--- src/sv/assert_macros.svh ---
// Assertion macros used by the top level of the record framer.
`ifndef ASSERT_MACROS_SVH
`define ASSERT_MACROS_SVH

// Implication checked at every rising edge, ignored while reset is high.
`define CRS_ASSERT_IMP(label, clk, rst, ante, cons) \
   label: assert property (@(posedge clk) disable iff (rst) (ante) |-> (cons)) \
      else $error("framer check failed");

// Next-cycle implication checked at every rising edge, ignored while reset is high.
`define CRS_ASSERT_NXT(label, clk, rst, ante, cons) \
   label: assert property (@(posedge clk) disable iff (rst) (ante) |=> (cons)) \
      else $error("framer check failed");

`endif

--- src/sv/crs_pkg.sv ---
// Shared constants and types of the checksum record framer.
package crs_pkg;

   localparam int MAX_PACKET_LEN_DEF = 64;
   localparam int MIN_PACKET_LEN     = 3;
   localparam int BYTE_W             = 8;
   localparam int SUM_W              = 16;
   localparam int CNT_W              = 32;
   localparam int PLEN_W             = 7;
   localparam int CSR_IDX_W          = 2;
   localparam int CSR_DATA_W         = 16;

   // Register indexes of the configuration port.
   localparam logic [CSR_IDX_W-1:0] REG_DELIMITER_MODE   = 2'd0;
   localparam logic [CSR_IDX_W-1:0] REG_RECORD_DELIMITER = 2'd1;
   localparam logic [CSR_IDX_W-1:0] REG_PACKET_LENGTH    = 2'd2;

   // Control broadcast to every cell of the window row.
   typedef struct packed {
      logic              shift;
      logic              set_tail;
      logic [BYTE_W-1:0] din;
   } crs_cell_ctl_type;

endpackage

--- src/sv/crs_if.sv ---
// Handshake channel interfaces of the record framer.
interface crs_req_if;
   logic       valid;
   logic       ready;
   logic [7:0] data_byte;

   modport source (output valid, output data_byte, input ready);
   modport sink   (input valid, input data_byte, output ready);
endinterface

interface crs_rsp_if;
   logic        valid;
   logic        ready;
   logic [7:0]  record_byte;
   logic        last;
   logic [15:0] skipped_bytes;
   logic [31:0] skipped_records;
   logic [31:0] total_records;

   modport source (output valid, output record_byte, output last, output skipped_bytes,
                   output skipped_records, output total_records, input ready);
   modport sink   (input valid, input record_byte, input last, input skipped_bytes,
                   input skipped_records, input total_records, output ready);
endinterface

interface crs_csr_if;
   logic        valid;
   logic        ready;
   logic [1:0]  reg_index;
   logic [15:0] wdata;

   modport source (output valid, output reg_index, output wdata, input ready);
   modport sink   (input valid, input reg_index, input wdata, output ready);
endinterface

--- src/sv/crs_cell.sv ---
// One byte cell of the window row.
module crs_cell #(
   parameter int INDEX = 0,
   parameter int IW    = 6,
   parameter int LAST  = 63
) (
   input  logic                              clock,
   input  logic                              reset,
   input  crs_pkg::crs_cell_ctl_type         ctl,
   input  logic [IW-1:0]                     tail_idx,
   input  logic [crs_pkg::BYTE_W-1:0]        nbr_byte,
   output logic [crs_pkg::BYTE_W-1:0]        cell_byte
);
   import crs_pkg::*;

   logic              is_tail_ff;
   logic [BYTE_W-1:0] byte_ff;

   // The tail cell takes the new byte; all others take their upper neighbor.
   always_ff @(posedge clock) begin
      if (reset) begin
         is_tail_ff <= (INDEX == LAST);
      end else if (ctl.set_tail) begin
         is_tail_ff <= (tail_idx == IW'(INDEX));
      end
   end

   always_ff @(posedge clock) begin
      if (ctl.shift) begin
         byte_ff <= is_tail_ff ? ctl.din : nbr_byte;
      end
   end

   assign cell_byte = byte_ff;

endmodule

--- src/sv/crs_chain.sv ---
// Row of byte cells that holds the window, older bytes toward the head.
module crs_chain #(
   parameter int MAX_PACKET_LEN = crs_pkg::MAX_PACKET_LEN_DEF,
   parameter int IW             = $clog2(MAX_PACKET_LEN)
) (
   input  logic                       clock,
   input  logic                       reset,
   input  crs_pkg::crs_cell_ctl_type  ctl,
   input  logic [IW-1:0]              tail_idx,
   output logic [crs_pkg::BYTE_W-1:0] head_byte,
   output logic [crs_pkg::BYTE_W-1:0] second_byte
);
   import crs_pkg::*;

   logic [BYTE_W-1:0] row [MAX_PACKET_LEN];

   for (genvar i = 0; i < MAX_PACKET_LEN; i++) begin : g_cell
      logic [BYTE_W-1:0] nbr;
      if (i == MAX_PACKET_LEN - 1) begin : g_end
         assign nbr = '0;
      end else begin : g_mid
         assign nbr = row[i+1];
      end
      crs_cell #(
         .INDEX (i),
         .IW    (IW),
         .LAST  (MAX_PACKET_LEN - 1)
      ) u_cell (
         .clock     (clock),
         .reset     (reset),
         .ctl       (ctl),
         .tail_idx  (tail_idx),
         .nbr_byte  (nbr),
         .cell_byte (row[i])
      );
   end

   assign head_byte   = row[0];
   assign second_byte = row[1];

endmodule

--- src/sv/checksum_frame_resync.sv ---
// Top level of the checksum record framer: control, counters and result register.
//
// The framer takes one raw byte per word on req_ch and searches the stream for records of
// packet_length bytes whose last two bytes (little-endian) are either the 16-bit wrapping
// sum of the preceding bytes or, in delimiter mode, the configured delimiter. The window is
// a row of byte cells: each accepted byte enters at the cell that marks the end of the
// record and every cell hands its byte one place toward the head, so a completed record
// has its oldest byte in the head cell. While a record is building, one byte is accepted
// every cycle. When the byte that completes a good record arrives, the record is drained
// out of the head cell one word per cycle while rsp_ch takes it, oldest byte first, and
// req_ch is held off until that drain ends. A result register sits on rsp_ch, and a stalled
// consumer simply stretches the drain. A window that fails the test drops its oldest byte,
// which is counted as skipped. Every result word of a record carries the skipped-byte
// count before it and the saturating skipped-record and total-record counts. Registers may
// be written only while the framer is idle; writing packet_length empties the window but
// keeps the counters. There is no clearing pass after reset: the block is ready in the
// first cycle after reset falls.
`include "assert_macros.svh"

module checksum_frame_resync #(
   parameter int MAX_PACKET_LEN = crs_pkg::MAX_PACKET_LEN_DEF
) (
   input  logic      clock,
   input  logic      reset,
   crs_req_if.sink   req_ch,
   crs_rsp_if.source rsp_ch,
   crs_csr_if.sink   csr_ch
);
   import crs_pkg::*;

   localparam int FW = $clog2(MAX_PACKET_LEN + 1);
   localparam int IW = $clog2(MAX_PACKET_LEN);

   // Configuration registers; the length is kept already clamped.
   logic              mode_ff;
   logic [SUM_W-1:0]  delim_ff;
   logic [FW-1:0]     len_ff,   len_in;

   // Window bookkeeping.
   logic [FW-1:0]     fill_ff,  fill_in;
   logic [SUM_W-1:0]  sum_ff,   sum_in;
   logic [BYTE_W-1:0] prev_ff;

   // Counters.
   logic [SUM_W-1:0]  skip_ff,  skip_in;
   logic [CNT_W-1:0]  skrec_ff, skrec_in;
   logic [CNT_W-1:0]  good_ff,  good_in;
   logic [SUM_W-1:0]  rec_skip_ff, rec_skip_in;

   // Drain of a found record.
   logic [FW-1:0]     drain_ff, drain_in;

   // Result register.
   logic              rsp_valid_ff, rsp_valid_in;
   logic [BYTE_W-1:0] rsp_byte_ff;
   logic              rsp_last_ff;
   logic [SUM_W-1:0]  rsp_skb_ff;
   logic [CNT_W-1:0]  rsp_skr_ff;
   logic [CNT_W-1:0]  rsp_tot_ff;

   logic              req_acc, csr_acc, len_wr;
   logic              draining, step, full_now, good_now, drop_now;
   logic [SUM_W-1:0]  check_word, body_sum;
   logic [FW-1:0]     fill_inc;
   logic [PLEN_W-1:0] plen_raw;
   logic [IW-1:0]     tail_idx;
   logic [BYTE_W-1:0] head_byte, second_byte;
   crs_cell_ctl_type  cell_ctl;

   assign draining = (drain_ff != '0);
   assign req_ch.ready = !draining;
   assign csr_ch.ready = 1'b1;
   assign req_acc = req_ch.valid && req_ch.ready;
   assign csr_acc = csr_ch.valid && csr_ch.ready;
   assign len_wr  = csr_acc && (csr_ch.reg_index == REG_PACKET_LENGTH);

   // A drain step moves one record byte into the result register when it is free.
   assign step = draining && (!rsp_valid_ff || rsp_ch.ready);

   // The window test looks at the window as it stands with the new byte appended:
   // the check word is the new byte over the previous one, and the body sum is the
   // running sum of the earlier bytes less the previous byte.
   assign fill_inc   = fill_ff + FW'(1);
   assign full_now   = (fill_inc == len_ff);
   assign check_word = {req_ch.data_byte, prev_ff};
   assign body_sum   = sum_ff - SUM_W'(prev_ff);
   assign good_now   = mode_ff ? (check_word == delim_ff) : (check_word == body_sum);
   assign drop_now   = req_acc && full_now && !good_now;

   // Clamp the written length into the supported range.
   assign plen_raw = csr_ch.wdata[PLEN_W-1:0];
   always_comb begin
      if (plen_raw < PLEN_W'(MIN_PACKET_LEN)) begin
         len_in = FW'(MIN_PACKET_LEN);
      end else if (plen_raw > PLEN_W'(MAX_PACKET_LEN)) begin
         len_in = FW'(MAX_PACKET_LEN);
      end else begin
         len_in = FW'(plen_raw);
      end
   end
   assign tail_idx = IW'(len_in - FW'(1));

   assign cell_ctl.shift    = req_acc || step;
   assign cell_ctl.set_tail = len_wr;
   assign cell_ctl.din      = req_ch.data_byte;

   crs_chain #(
      .MAX_PACKET_LEN (MAX_PACKET_LEN),
      .IW             (IW)
   ) u_chain (
      .clock       (clock),
      .reset       (reset),
      .ctl         (cell_ctl),
      .tail_idx    (tail_idx),
      .head_byte   (head_byte),
      .second_byte (second_byte)
   );

   // Window, counter and drain updates for an accepted byte, a drain step and a length write.
   always_comb begin
      fill_in     = fill_ff;
      sum_in      = sum_ff;
      skip_in     = skip_ff;
      skrec_in    = skrec_ff;
      good_in     = good_ff;
      rec_skip_in = rec_skip_ff;
      drain_in    = drain_ff;
      if (step) begin
         drain_in = drain_ff - FW'(1);
      end
      if (req_acc) begin
         if (!full_now) begin
            fill_in = fill_inc;
            sum_in  = sum_ff + SUM_W'(req_ch.data_byte);
         end else if (good_now) begin
            // Record found: empty the window and start the drain.
            fill_in     = '0;
            sum_in      = '0;
            drain_in    = len_ff;
            rec_skip_in = skip_ff;
            skip_in     = '0;
            if ((skip_ff != '0) && (skrec_ff != '1)) begin
               skrec_in = skrec_ff + CNT_W'(1);
            end
            if (good_ff != '1) begin
               good_in = good_ff + CNT_W'(1);
            end
         end else begin
            // The oldest byte of the window sits one cell above the head before the shift.
            sum_in = sum_ff + SUM_W'(req_ch.data_byte) - SUM_W'(second_byte);
            if (skip_ff != '1) begin
               skip_in = skip_ff + SUM_W'(1);
            end
         end
      end
      if (len_wr) begin
         fill_in = '0;
         sum_in  = '0;
      end
   end

   always_comb begin
      rsp_valid_in = rsp_valid_ff;
      if (step) begin
         rsp_valid_in = 1'b1;
      end else if (rsp_ch.ready) begin
         rsp_valid_in = 1'b0;
      end
   end

   always_ff @(posedge clock) begin
      if (reset) begin
         mode_ff      <= 1'b0;
         delim_ff     <= '0;
         len_ff       <= FW'(MAX_PACKET_LEN);
         fill_ff      <= '0;
         sum_ff       <= '0;
         skip_ff      <= '0;
         skrec_ff     <= '0;
         good_ff      <= '0;
         drain_ff     <= '0;
         rsp_valid_ff <= 1'b0;
      end else begin
         fill_ff      <= fill_in;
         sum_ff       <= sum_in;
         skip_ff      <= skip_in;
         skrec_ff     <= skrec_in;
         good_ff      <= good_in;
         drain_ff     <= drain_in;
         rsp_valid_ff <= rsp_valid_in;
         if (csr_acc) begin
            case (csr_ch.reg_index)
               REG_DELIMITER_MODE:   mode_ff  <= csr_ch.wdata[0];
               REG_RECORD_DELIMITER: delim_ff <= csr_ch.wdata;
               REG_PACKET_LENGTH:    len_ff   <= len_in;
               default: ;
            endcase
         end
      end
   end

   always_ff @(posedge clock) begin
      rec_skip_ff <= rec_skip_in;
      if (req_acc) begin
         prev_ff <= req_ch.data_byte;
      end
      if (step) begin
         rsp_byte_ff <= head_byte;
         rsp_last_ff <= (drain_ff == FW'(1));
         rsp_skb_ff  <= rec_skip_ff;
         rsp_skr_ff  <= skrec_ff;
         rsp_tot_ff  <= good_ff;
      end
   end

   assign rsp_ch.valid           = rsp_valid_ff;
   assign rsp_ch.record_byte     = rsp_byte_ff;
   assign rsp_ch.last            = rsp_last_ff;
   assign rsp_ch.skipped_bytes   = rsp_skb_ff;
   assign rsp_ch.skipped_records = rsp_skr_ff;
   assign rsp_ch.total_records   = rsp_tot_ff;

   // The window never reaches the record length between words.
   `CRS_ASSERT_IMP(a_fill_below_len, clock, reset, 1'b1, fill_ff < len_ff)
   // A good record starts a drain of exactly one record length.
   `CRS_ASSERT_NXT(a_drain_start, clock, reset, req_acc && full_now && good_now && !len_wr,
                   drain_ff == $past(len_ff))
   // The last drain step ends the drain and leaves a word flagged as last.
   `CRS_ASSERT_NXT(a_drain_end, clock, reset, step && (drain_ff == FW'(1)),
                   !draining && rsp_valid_ff && rsp_last_ff)
   // A dropped byte leaves the window full less one.
   `CRS_ASSERT_NXT(a_drop_keeps_fill, clock, reset, drop_now && !len_wr,
                   fill_ff == $past(fill_ff))

endmodule
--- src/flat_wrapper.sv ---
// flat-port wrapper written by rule: the top's interface ports become plain ports
module checksum_frame_resync_flat import crs_pkg::*;
#(
   parameter int MAX_PACKET_LEN = crs_pkg::MAX_PACKET_LEN_DEF
)
  (clock, reset, req_ch_valid, req_ch_data_byte, req_ch_ready, rsp_ch_valid, rsp_ch_record_byte, rsp_ch_last, rsp_ch_skipped_bytes, rsp_ch_skipped_records, rsp_ch_total_records, rsp_ch_ready, csr_ch_valid, csr_ch_reg_index, csr_ch_wdata, csr_ch_ready);
  crs_req_if req_ch_i ();
  crs_rsp_if rsp_ch_i ();
  crs_csr_if csr_ch_i ();
  input  logic clock;
  input  logic reset;
  input wire logic [$bits(req_ch_i.valid)-1:0] req_ch_valid;
  input wire logic [$bits(req_ch_i.data_byte)-1:0] req_ch_data_byte;
  output wire logic [$bits(req_ch_i.ready)-1:0] req_ch_ready;
  output wire logic [$bits(rsp_ch_i.valid)-1:0] rsp_ch_valid;
  output wire logic [$bits(rsp_ch_i.record_byte)-1:0] rsp_ch_record_byte;
  output wire logic [$bits(rsp_ch_i.last)-1:0] rsp_ch_last;
  output wire logic [$bits(rsp_ch_i.skipped_bytes)-1:0] rsp_ch_skipped_bytes;
  output wire logic [$bits(rsp_ch_i.skipped_records)-1:0] rsp_ch_skipped_records;
  output wire logic [$bits(rsp_ch_i.total_records)-1:0] rsp_ch_total_records;
  input wire logic [$bits(rsp_ch_i.ready)-1:0] rsp_ch_ready;
  input wire logic [$bits(csr_ch_i.valid)-1:0] csr_ch_valid;
  input wire logic [$bits(csr_ch_i.reg_index)-1:0] csr_ch_reg_index;
  input wire logic [$bits(csr_ch_i.wdata)-1:0] csr_ch_wdata;
  output wire logic [$bits(csr_ch_i.ready)-1:0] csr_ch_ready;
  assign req_ch_i.valid = req_ch_valid;
  assign req_ch_i.data_byte = req_ch_data_byte;
  assign req_ch_ready = req_ch_i.ready;
  assign rsp_ch_valid = rsp_ch_i.valid;
  assign rsp_ch_record_byte = rsp_ch_i.record_byte;
  assign rsp_ch_last = rsp_ch_i.last;
  assign rsp_ch_skipped_bytes = rsp_ch_i.skipped_bytes;
  assign rsp_ch_skipped_records = rsp_ch_i.skipped_records;
  assign rsp_ch_total_records = rsp_ch_i.total_records;
  assign rsp_ch_i.ready = rsp_ch_ready;
  assign csr_ch_i.valid = csr_ch_valid;
  assign csr_ch_i.reg_index = csr_ch_reg_index;
  assign csr_ch_i.wdata = csr_ch_wdata;
  assign csr_ch_ready = csr_ch_i.ready;
  checksum_frame_resync #(.MAX_PACKET_LEN(MAX_PACKET_LEN)) u_core (.clock(clock), .reset(reset), .req_ch(req_ch_i), .rsp_ch(rsp_ch_i), .csr_ch(csr_ch_i));
endmodule
--- config.mk ---
export PLATFORM = sky130hd
export DESIGN_NAME = checksum_frame_resync_flat
export DESIGN_NICKNAME = d
export VERILOG_FILES = /design/src/sv/crs_pkg.sv /design/src/sv/crs_if.sv /design/src/sv/crs_cell.sv /design/src/sv/crs_chain.sv /design/src/sv/checksum_frame_resync.sv /design/src/flat_wrapper.sv
export VERILOG_INCLUDE_DIRS = /design/src /design/src/sv
export SDC_FILE = /design/constraint.sdc
export NUM_CORES = 1
export LEC_CHECK = 0
export BUFFER_PORTS_ARGS = -buffer_cell sky130_fd_sc_hd__buf_2
export CORE_MARGIN = 3
export CORE_UTILIZATION = 43
export CTS_CLUSTER_SIZE = 20
export DETAILED_ROUTE_END_ITERATION = 8
export GPL_ROUTABILITY_DRIVEN = 0
export GPL_TIMING_DRIVEN = 0
export SLEW_MARGIN = 15
export SYNTH_ARGS = -nofsm -noshare
export SYNTH_HDL_FRONTEND = slang
export SYNTH_SLANG_ARGS = --single-unit
--- constraint.sdc ---
create_clock -name clock -period 91.1 [get_ports clock]
set_input_delay 9.11 -clock clock [delete_from_list [all_inputs] [get_ports clock]]
set_output_delay 9.11 -clock clock [all_outputs]
set_load 0.02 [all_outputs]
==> results of run 1 <==
[synth_stat cells (9+ instances only)]
library cell    n
o31ai_1        42
o21ai_0        80
o21a_1          9
and3_1         24
nor4_1         18
nor2b_1        24
ha_1           31
a22o_1         32
a31oi_1         9
clkbuf_1      141
a211oi_1       12
a221oi_1       11
nor3_1         30
nand2b_1       13
and2_1         21
a21oi_1       107
mux2i_1        10
or4_1          44
nand2_1       144
nor2_1        131
inv_1          41
edfxtp_1      625
nand4_1        27
mux2_2        505
dfxtp_1       199
and4_1         14
or3_1          20
xor2_1         31
xnor2_1        41
buf_1          57
nand3_1        55
[per-stage QoR]
step | cell area [um^2] | setup WS, ns | total power [mW] | hold slack, ns
after floorplan | 36100 | 44.25 | 1.20 | 0.400
after global placement | 38000 | 31.38 | 1.39 | 0.405
after detailed placement | 38700 | 77.49 | 1.09 | 0.405
after CTS | 41500 | 78.10 | 1.44 | 0.419
after global routing | 41500 | 77.65 | 1.50 | 0.430
final | 41500 | 77.97 | 1.42 | 0.418
[report_power, final]
part           leakage (nW)  switching [mW]  total, mW  internal [mW]
registers              7.92          0.0410      0.680          0.639
logic                  5.15           0.218      0.394          0.176
clock network          1.38           0.146      0.351          0.204
total                  14.5           0.405       1.42           1.02
[placed cells by master (no fill, tap or decap), types with 31 or more instances in the layout]
| cell type | instances |
|---|---|
| edfxtp_1 | 625 |
| ha_1 | 31 |
| mux2_2 | 505 |
| nand3_1 | 55 |
| or4_1 | 44 |
| buf_2 | 123 |
| o31ai_1 | 42 |
| xnor2_1 | 41 |
| a22o_1 | 32 |
| nand2_1 | 144 |
| o21ai_0 | 79 |
| clkbuf_16 | 93 |
| a21oi_1 | 107 |
| inv_1 | 41 |
| xor2_1 | 31 |
| nor2_1 | 130 |
| clkbuf_1 | 166 |
| buf_1 | 57 |
| dfxtp_1 | 199 |
[path summary, 6_finish.rpt]
check        slack (ns)                              to  cells after the start
max reg2reg       85.35          u_core.rec_skip_ff[10]                     14
min                0.42  u_core.rsp_ch.skipped_bytes[8]                      0
max               77.97               u_core.sum_ff[13]                     15
min reg2reg        0.42  u_core.rsp_ch.skipped_bytes[8]                      0
[critical path, stage by stage]
cell and delay [ns]:
buf_2 0.17, ha_1 0.33, a211oi_1 0.23, nor2_1 0.11
o41ai_1 0.80, a21boi_0 0.34, nor2_1 0.27, ha_1 0.29
o21a_1 0.12, o31a_1 0.11, nor4_1 0.51, nand4_1 0.29
xnor2_1 0.20, or4b_2 0.61, a31oi_1 0.18
[routing by layer]
layer,GRT usage [%],wire length [um]
met4,6.53,2780
met5,0,9
met2,31.3,39100
met3,3.40,4780
met1,24.2,35200
[cell type report]
cell class | instances | area (um^2) | area share, %
flip-flops and latches | 824 | 22800 | 54.8
multi-input cells | 1592 | 12400 | 29.9
clock buffers | 126 | 2520 | 6.07
well taps | 1070 | 1340 | 3.22
repair buffers | 144 | 1230 | 2.96
plain buffers | 205 | 788 | 1.90
clock inverters | 37 | 313 | 0.753
inverters | 41 | 154 | 0.370
diodes | 5 | 12.5 | 0.0301
[sequential cells by signal, indices dropped and copies added, names as in the netlist]
name,flops
u_core.rsp_ch.last,1
u_core.prev_ff,8
u_core.rec_skip_ff,16
u_core.skrec_ff,32
u_core.rsp_ch.total_records,32
u_core.skip_ff,16
u_core.mode_ff,1
u_core.fill_ff,7
u_core.rsp_ch.valid,1
u_core.u_chain.g_cell.u_cell.cell_byte,512
u_core.sum_ff,16
u_core.u_chain.g_cell.u_cell.is_tail_ff,64
u_core.rsp_ch.record_byte,8
u_core.rsp_ch.skipped_records,32
u_core.good_ff,32
u_core.len_ff,7
u_core.delim_ff,16
u_core.rsp_ch.skipped_bytes,16
u_core.drain_ff,7
[cell families (layout without fill, tap and decap cells)]
group                      Yosys count  after routing  synth area share (%)
muxes                              515            515                  16.0
and+or+nand+nor                    602            602                  8.69
adders and majority gates           34             34                  1.24
AOI/OAI and AO/OA                  368            368                  6.64
buffers and inverters              246            553                  2.61
xor gates and xnor gates            72             72                  1.75
other                                1              6                0.0104
DFF                                824            824                  63.0
==> run_results.csv, run 1 <==
group,metric,value,unit
synthesis,synth_area_per_cell,13.6,um^2
sta,worstMarginPinSlew,1.22,ns
hold_path,hp-class,"flip-flop to flip-flop",
sta,slew_violations,0,
floorplan,fp.dieW,296,um
clock_tree,htreeDepth,3,
synthesis,synth_cells,2662,
clock_tree,cts_resized,0,
synthesis,post-synth-top-area-cell,"edfxtp_1",
layout,fill_cells,7050,
synthesis,synth_area_leaders,"edfxtp_1 52%, mux2_2 16%, dfxtp_1 11%",
power_and_ir_drop,p_leak,14.5,nW
clock_tree,cts_inserted_buffers,88,
layout,final_cells,4044,
sta,setup_tns,0,ns
drt,wl_per_cell,20.2,um
sta,clock-skew-final,0.0308,ns
clock_tree,clkTransAtPathRegs,0.06,ns
setup_path,critPathLaunch,"req_ch_data_byte[1]",
floorplan,fp.coreArea,82600,um^2
layout,area_growth,15.1,%
sta,setup_viol,0,
drt,first_iter_violations,1789,
synthesis,yosysWarnings,0,
power_and_ir_drop,p_per_area,34.3,nW/um^2
setup_path,crit_required,91.65,ns
sta,slew_headroom,18.2,%
setup_path,r2r-start,"u_core.prev_ff[6]",
grt,grt_util_all_layers,18.6,%
synthesis,synth-async-reset-ratio,0,%
sta,fin_crit,13.13,ns
sta,hold_viol,0,
hold_path,min-delay-start,"u_core.rec_skip_ff[8]",
grt,grt_overflow,0,
layout,fin_nets,2961,
setup_path,crit_fanout,6,
drt,vias,22600,
setup_path,criticalPathCategory,"primary input to flip-flop",
setup_path,worstSetupEndpointType,"flip-flop",
floorplan,start_util,43.7,%
grt,first_global_vias,22600,
synthesis,synth_top_flop_cell,"edfxtp_1",
grt,grt_pass1_wl,128000,um
clock_tree,ctsHoldBuffers,0,
synthesis,synth_seq_cells,824,
floorplan,dieHeight,296,um
drt,routed_wl,81800,um
place,io_buffers,118,
setup_path,arrival,13.69,ns
drt,ant_nets,0,
clock_tree,cts_root_buffer,"clkbuf_16",
run,max_cap_viol_count,0,
layout,layout-drive-gt1-share,27.3,%
synthesis,postSynthNetCount,2727,
drt,via_per_inst,5.60,
synthesis,synthDominantCellAreaShare,52.0,%
floorplan,placementRows,105,
clock_tree,ctsLongestPathBuffers,3,
place,placed_cells,3876,
sta,max_clock_freq,76.1,MHz
synthesis,yosysSeqAreaShare,63.0,%
sta,rsz0062_at_grt,"no",
place,hpwl,56900,um
clock_tree,cts_sinks,824,
grt,antenna_found_initial,3,
setup_path,cp-start-kind,"primary input",
layout,final_util,50.3,%
synthesis,synth-edff-count,625,
grt,grt_max_degree,34,
floorplan,die_area,87500,um^2
clock_tree,clk_latency,0.63,ns
run_status,status,"completed",
floorplan,design.portCount,123,
clock_tree,post_cts_buffers,0,
clock_tree,cts_tree,"done",
drt,drc,0,
synthesis,ys_types,72,
sta,final.period_utilization,14.4,%
synthesis,synth_area,36100,um^2
drt,first_pass_iters,6,
power_and_ir_drop,ir_drop,0.0000193,V
Note: power is estimated with default switching activity, not from simulation.
==> inputs of run 2 (changes only) <==
clock period = 10.7 ns   (was 91.1 ns; I/O delays follow)
==> run_results.csv, run 2 (synthesized netlist as in run 1, its figures left out) <==
group,metric,value,unit
drt,via_per_inst,5.57,
sta,setup_tns,0,ns
grt,grt_util_all_layers,18.5,%
layout,final_cells,4047,
setup_path,crit_path_cell_trace,"inv_1 -> ha_1 -> clkbuf_1 -> nand3_1 -> o311ai_0 -> a21o_1 -> mux2_2 -> or2_0 -> clkbuf_1 -> nor4_2 -> nand4b_1 -> clkbuf_1 -> buf_1 -> inv_1",
clock_tree,htreeDepth,3,
setup_path,critical_path.max_stage_delay,0.68,ns
floorplan,fp.dieW,296,um
setup_path,reg2reg_slack,4.87,ns
drt,first_pass_iters,7,
sta,final.period_utilization,54.5,%
run_status,status,"completed",
drt,wl_per_cell,20.2,um
layout,multi_input_area,12400,um^2
place,hpwl,56800,um
sta,worstMarginPinSlew,1.20,ns
grt,grt_overflow,0,
sta,max_clock_freq,172,MHz
floorplan,design.portCount,123,
layout,largest_register_ffs,512,
sta,fin_crit,5.83,ns
clock_tree,ctsLongestPathBuffers,3,
floorplan,fp.coreArea,82600,um^2
floorplan,die_area,87500,um^2
sta,hold_viol,0,
hold_path,hp-class,"flip-flop to flip-flop",
clock_tree,cts_sinks,824,
layout,layout-drive-gt1-share,27.3,%
sta,hold-worst-slack,0.418,ns
power_and_ir_drop,p_leak,14.4,nW
layout,seqCellArea,22800,um^2
sta,setup_viol,0,
setup_path,crit_end,"u_core.rec_skip_ff[13]",
place,placed_cells,3876,
layout,most-common-layout-cells,"625 x edfxtp_1, 505 x mux2_2, 199 x dfxtp_1",
drt,ant_nets,0,
sta,clock-skew-final,0.0287,ns
sta,worst_slack,4.87,ns
layout,area_growth,14.9,%
place,pre_cts_ws,5.01,ns
layout,final_common_cell,"edfxtp_1",
power_and_ir_drop,p_per_area,291,nW/um^2
drt,first_iter_violations,1490,
sta,slew_headroom,19.8,%
setup_path,crit_path_top_delay_cell,"inv_1",
clock_tree,post_cts_buffers,0,
setup_path,reg2reg_depth,14,
layout,fin_nets,2961,
floorplan,dieHeight,296,um
grt,first_global_vias,22500,
setup_path,arrival,6.10,ns
run,max_cap_viol_count,0,
setup_path,criticalPathCategory,"flip-flop to flip-flop",
setup_path,worstSetupEndpointType,"flip-flop",
setup_path,crit_required,10.97,ns
clock_tree,clkTransAtPathRegs,0.06,ns
clock_tree,cts_root_buffer,"clkbuf_16",
clock_tree,clk_latency,0.65,ns
grt,antenna_found_initial,3,
power_and_ir_drop,ir_drop,0.000139,V
floorplan,placementRows,105,
drt,drc,0,
sta,slew_violations,0,
floorplan,start_util,43.7,%
place,io_buffers,118,
setup_path,r2r-start,"u_core.prev_ff[6]",
setup_path,rr_endpoint,"u_core.rec_skip_ff[13]",
setup_path,cp_common_cell,"clkbuf_1",
grt,grt_pass1_wl,128000,um
grt,grt_max_degree,33,
clock_tree,cts_resized,0,
clock_tree,cts_tree,"done",
setup_path,cp-start-kind,"flip-flop",
clock_tree,cts_inserted_buffers,88,
drt,routed_wl,81700,um
drt,vias,22600,
layout,fill_cells,7031,
sta,rsz0062_at_grt,"no",
setup_path,crit_fanout,17,
setup_path,critPathLaunch,"u_core.prev_ff[6]",
clock_tree,ctsHoldBuffers,0,
==> run 2: worst min path at each step <==
stage                                                       startpoint                               to  depth (start not counted)
final                                           u_core.rec_skip_ff[15]  u_core.rsp_ch.skipped_bytes[15]                          0
after detailed placement                         u_core.rec_skip_ff[7]   u_core.rsp_ch.skipped_bytes[7]                          0
after global routing                             u_core.rec_skip_ff[5]   u_core.rsp_ch.skipped_bytes[5]                          0
after CTS                                       u_core.rec_skip_ff[10]  u_core.rsp_ch.skipped_bytes[10]                          0
after floorplan           u_core.u_chain.g_cell[0].u_cell.cell_byte[0]     u_core.rsp_ch.record_byte[0]                          0
after global placement                          u_core.rec_skip_ff[12]  u_core.rsp_ch.skipped_bytes[12]                          0
==> run 2: power by group <==
group | switching [mW] | internal, mW | total, mW
logic | 1.85 | 1.47 | 3.32
clock network | 1.26 | 1.67 | 2.93
registers | 0.344 | 5.44 | 5.79
==> run 2: metal layers <==
metal	wire, um	share of wire [%]	GRT usage, %	vias up
met5	0	0	0	-
met4	2790	3.4	6.88	0
met3	4670	5.7	3.32	180
met2	39000	48	30.9	652
met1	35200	43	24.3	11200
li1	-	-	-	10500
==> run 2: layout make-up <==
class	instances	share of cell area [%]
flip-flops and latches	824	54.9
multi-input cells	1592	30.0
clock buffers	119	5.84
well taps	1070	3.23
repair buffers	144	2.89
plain buffers	205	1.90
clock inverters	47	0.887
inverters	41	0.371
diodes	5	0.0302
==> run 2: worst max-delay path: cells and delay by family (launching register included) <==
kind            cells  cell delay [ns]
simple gates        4             1.70
buf+inv             6             2.10
fa+ha+maj           1             0.28
flops               1             0.47
compound gates      2             0.51
mux                 1             0.37
==> run 2: stage by stage <==
step	cell area (um^2)	util, %	total power [mW]
detailed placement	38700	46.8	9.22
global placement	38000	46.0	9.33
global route	41400	50.2	12.7
floorplan	36100	-	8.39
CTS	41400	50.2	12.2
finish	41500	50.2	12.0
==> inputs of run 3 (changes only) <==
clock period = 4.8 ns   (was 10.7 ns; I/O delays follow)
==> run_results.csv, run 3 (synthesized netlist as in run 1, its figures left out) <==
group,metric,value,unit
run_status,status,"completed",
layout,area_growth,15.6,%
grt,antenna_found_initial,7,
hold_path,min-delay-start,"req_ch_data_byte[7]",
sta,final.period_utilization,93.4,%
layout,final_common_cell,"edfxtp_1",
setup_path,reg2reg_depth,14,
layout,fill_cells,6981,
sta,worstMarginPinSlew,1.22,ns
floorplan,start_util,43.7,%
floorplan,dieHeight,296,um
setup_path,cp-start-kind,"flip-flop",
hold_path,hp-class,"primary input to flip-flop",
layout,most-common-layout-cells,"625 x edfxtp_1, 505 x mux2_2, 197 x dfxtp_1",
place,hpwl,57200,um
power_and_ir_drop,p_per_area,653,nW/um^2
drt,vias,22700,
layout,final_util,50.5,%
drt,first_pass_iters,6,
clock_tree,cts_tree,"done",
setup_path,criticalPathCategory,"flip-flop to flip-flop",
layout,largest_register_ffs,512,
power_and_ir_drop,p_leak,14.5,nW
hold_path,whs_endpoint,"u_core.prev_ff[7]",
clock_tree,cts_root_buffer,"clkbuf_16",
setup_path,arrival,5.03,ns
place,pre_cts_ws,-0.904,ns
drt,first_iter_violations,1969,
layout,layout-drive-gt1-share,27.8,%
drt,wl_per_cell,20.4,um
setup_path,r2r-start,"u_core.sum_ff[1]",
clock_tree,htreeDepth,3,
floorplan,die_area,87500,um^2
setup_path,worstSetupEndpointType,"flip-flop",
grt,grt_pass1_wl,129000,um
sta,setup_viol,0,
drt,drc,0,
floorplan,placementRows,105,
sta,fin_crit,4.48,ns
grt,grt_max_degree,34,
clock_tree,clk_latency,0.64,ns
power_and_ir_drop,total_power,27.3,mW
setup_path,reg2reg_slack,0.32,ns
layout,fin_nets,2965,
run,max_cap_viol_count,0,
sta,clock-skew-final,0.0239,ns
setup_path,crit_required,5.35,ns
drt,via_per_inst,5.60,
sta,rsz0062_at_grt,"no",
drt,ant_nets,0,
setup_path,rr_endpoint,"u_core.sum_ff[15]",
sta,slew_headroom,19.0,%
grt,first_global_vias,22500,
clock_tree,cts_sinks,824,
sta,max_clock_freq,223,MHz
setup_path,crit_fanout,6,
sta,hold_viol,0,
sta,worst_slack,0.318,ns
sta,slew_violations,0,
hold_path,hold_depth,1,
grt,grt_util_all_layers,18.8,%
power_and_ir_drop,ir_drop,0.000394,V
floorplan,design.portCount,123,
drt,routed_wl,82600,um
clock_tree,clkTransAtPathRegs,0.06,ns
layout,final_area,41700,um^2
clock_tree,cts_inserted_buffers,89,
floorplan,fp.coreArea,82600,um^2
floorplan,fp.dieW,296,um
place,io_buffers,118,
grt,grt_overflow,0,
place,place_area,38700,um^2
clock_tree,ctsLongestPathBuffers,3,
-- run 3: final cells by class --
class	count	area, um^2	share of cell area [%]
tap	1070	1340	3.21
buffer	204	788	1.89
timing repair buffer	148	1250	2.99
clock inverter	46	443	1.06
antenna	5	12.5	0.0300
multi-input combinational	1592	12500	29.9
sequential	824	22800	54.5
inverter	41	158	0.378
clock buffer	122	2490	5.96
-- run 3: timing repair --
action,in CTS,in global routing
pin swaps,1,2
gates resized for setup,3,7
gates cloned,0,0
setup endpoints to repair,68,79
setup buffers,3,2
hold buffers,0,0
-- run 3: worst max path at each step --
stage / startpoint / to / slack [ns] / depth (start not counted)
after floorplan: u_core.drain_ff[0] / u_core.u_chain.g_cell[0].u_cell.cell_byte[0] / -4.60 / 5
after global placement: rsp_ch_ready / u_core.u_chain.g_cell[54].u_cell.cell_byte[2] / -7.44 / 3
after detailed placement: u_core.prev_ff[6] / u_core.rec_skip_ff[13] / -0.90 / 14
after CTS: u_core.sum_ff[1] / u_core.sum_ff[15] / 0.04 / 14
after global routing: u_core.sum_ff[1] / u_core.sum_ff[15] / 0.06 / 14
final: u_core.sum_ff[1] / u_core.sum_ff[15] / 0.32 / 14
-- run 3: through the flow --
step | instances | hold WS (ns) | setup TNS (ns)
floorplan | 2662 | 0.400 | -2393.74
global placement | 3850 | 0.405 | -4006.01
detailed placement | 3875 | 0.405 | -29.64
CTS | 4046 | 0.0542 | 0
global route | 4047 | 0.0639 | 0
finish | 4052 | 0.0885 | 0
-- run 3: critical path, cell delays in order, from the launching register on --
cell and delay (ns):
dfxtp_1 0.41, ha_1 0.28, a211oi_1 0.26, nor2_1 0.13, o41ai_2 0.47, a21boi_0 0.26
nor2_1 0.27, ha_1 0.31, o21a_1 0.13, o31a_1 0.12, nor4_1 0.48, nand4_1 0.26
mux2i_1 0.19, or4b_2 0.62, a31oi_1 0.20
-- run 3: layer usage --
metal  global-route usage [%]  up-vias  part of all wire [%]
met2                     31.1      740                    47
li1                         -    10500                     -
met3                     3.27      211                   6.0
met4                     7.08        4                   3.7
met5                        0        -                 0.035
met1                     24.7    11200                    43
-- run 3: power breakdown --
group          switching, mW  internal (mW)  total (mW)
sequential             0.767           12.1        12.9
clock                   2.82           4.02        6.84
combinational           4.18           3.33        7.51
total                   7.76           19.5        27.3
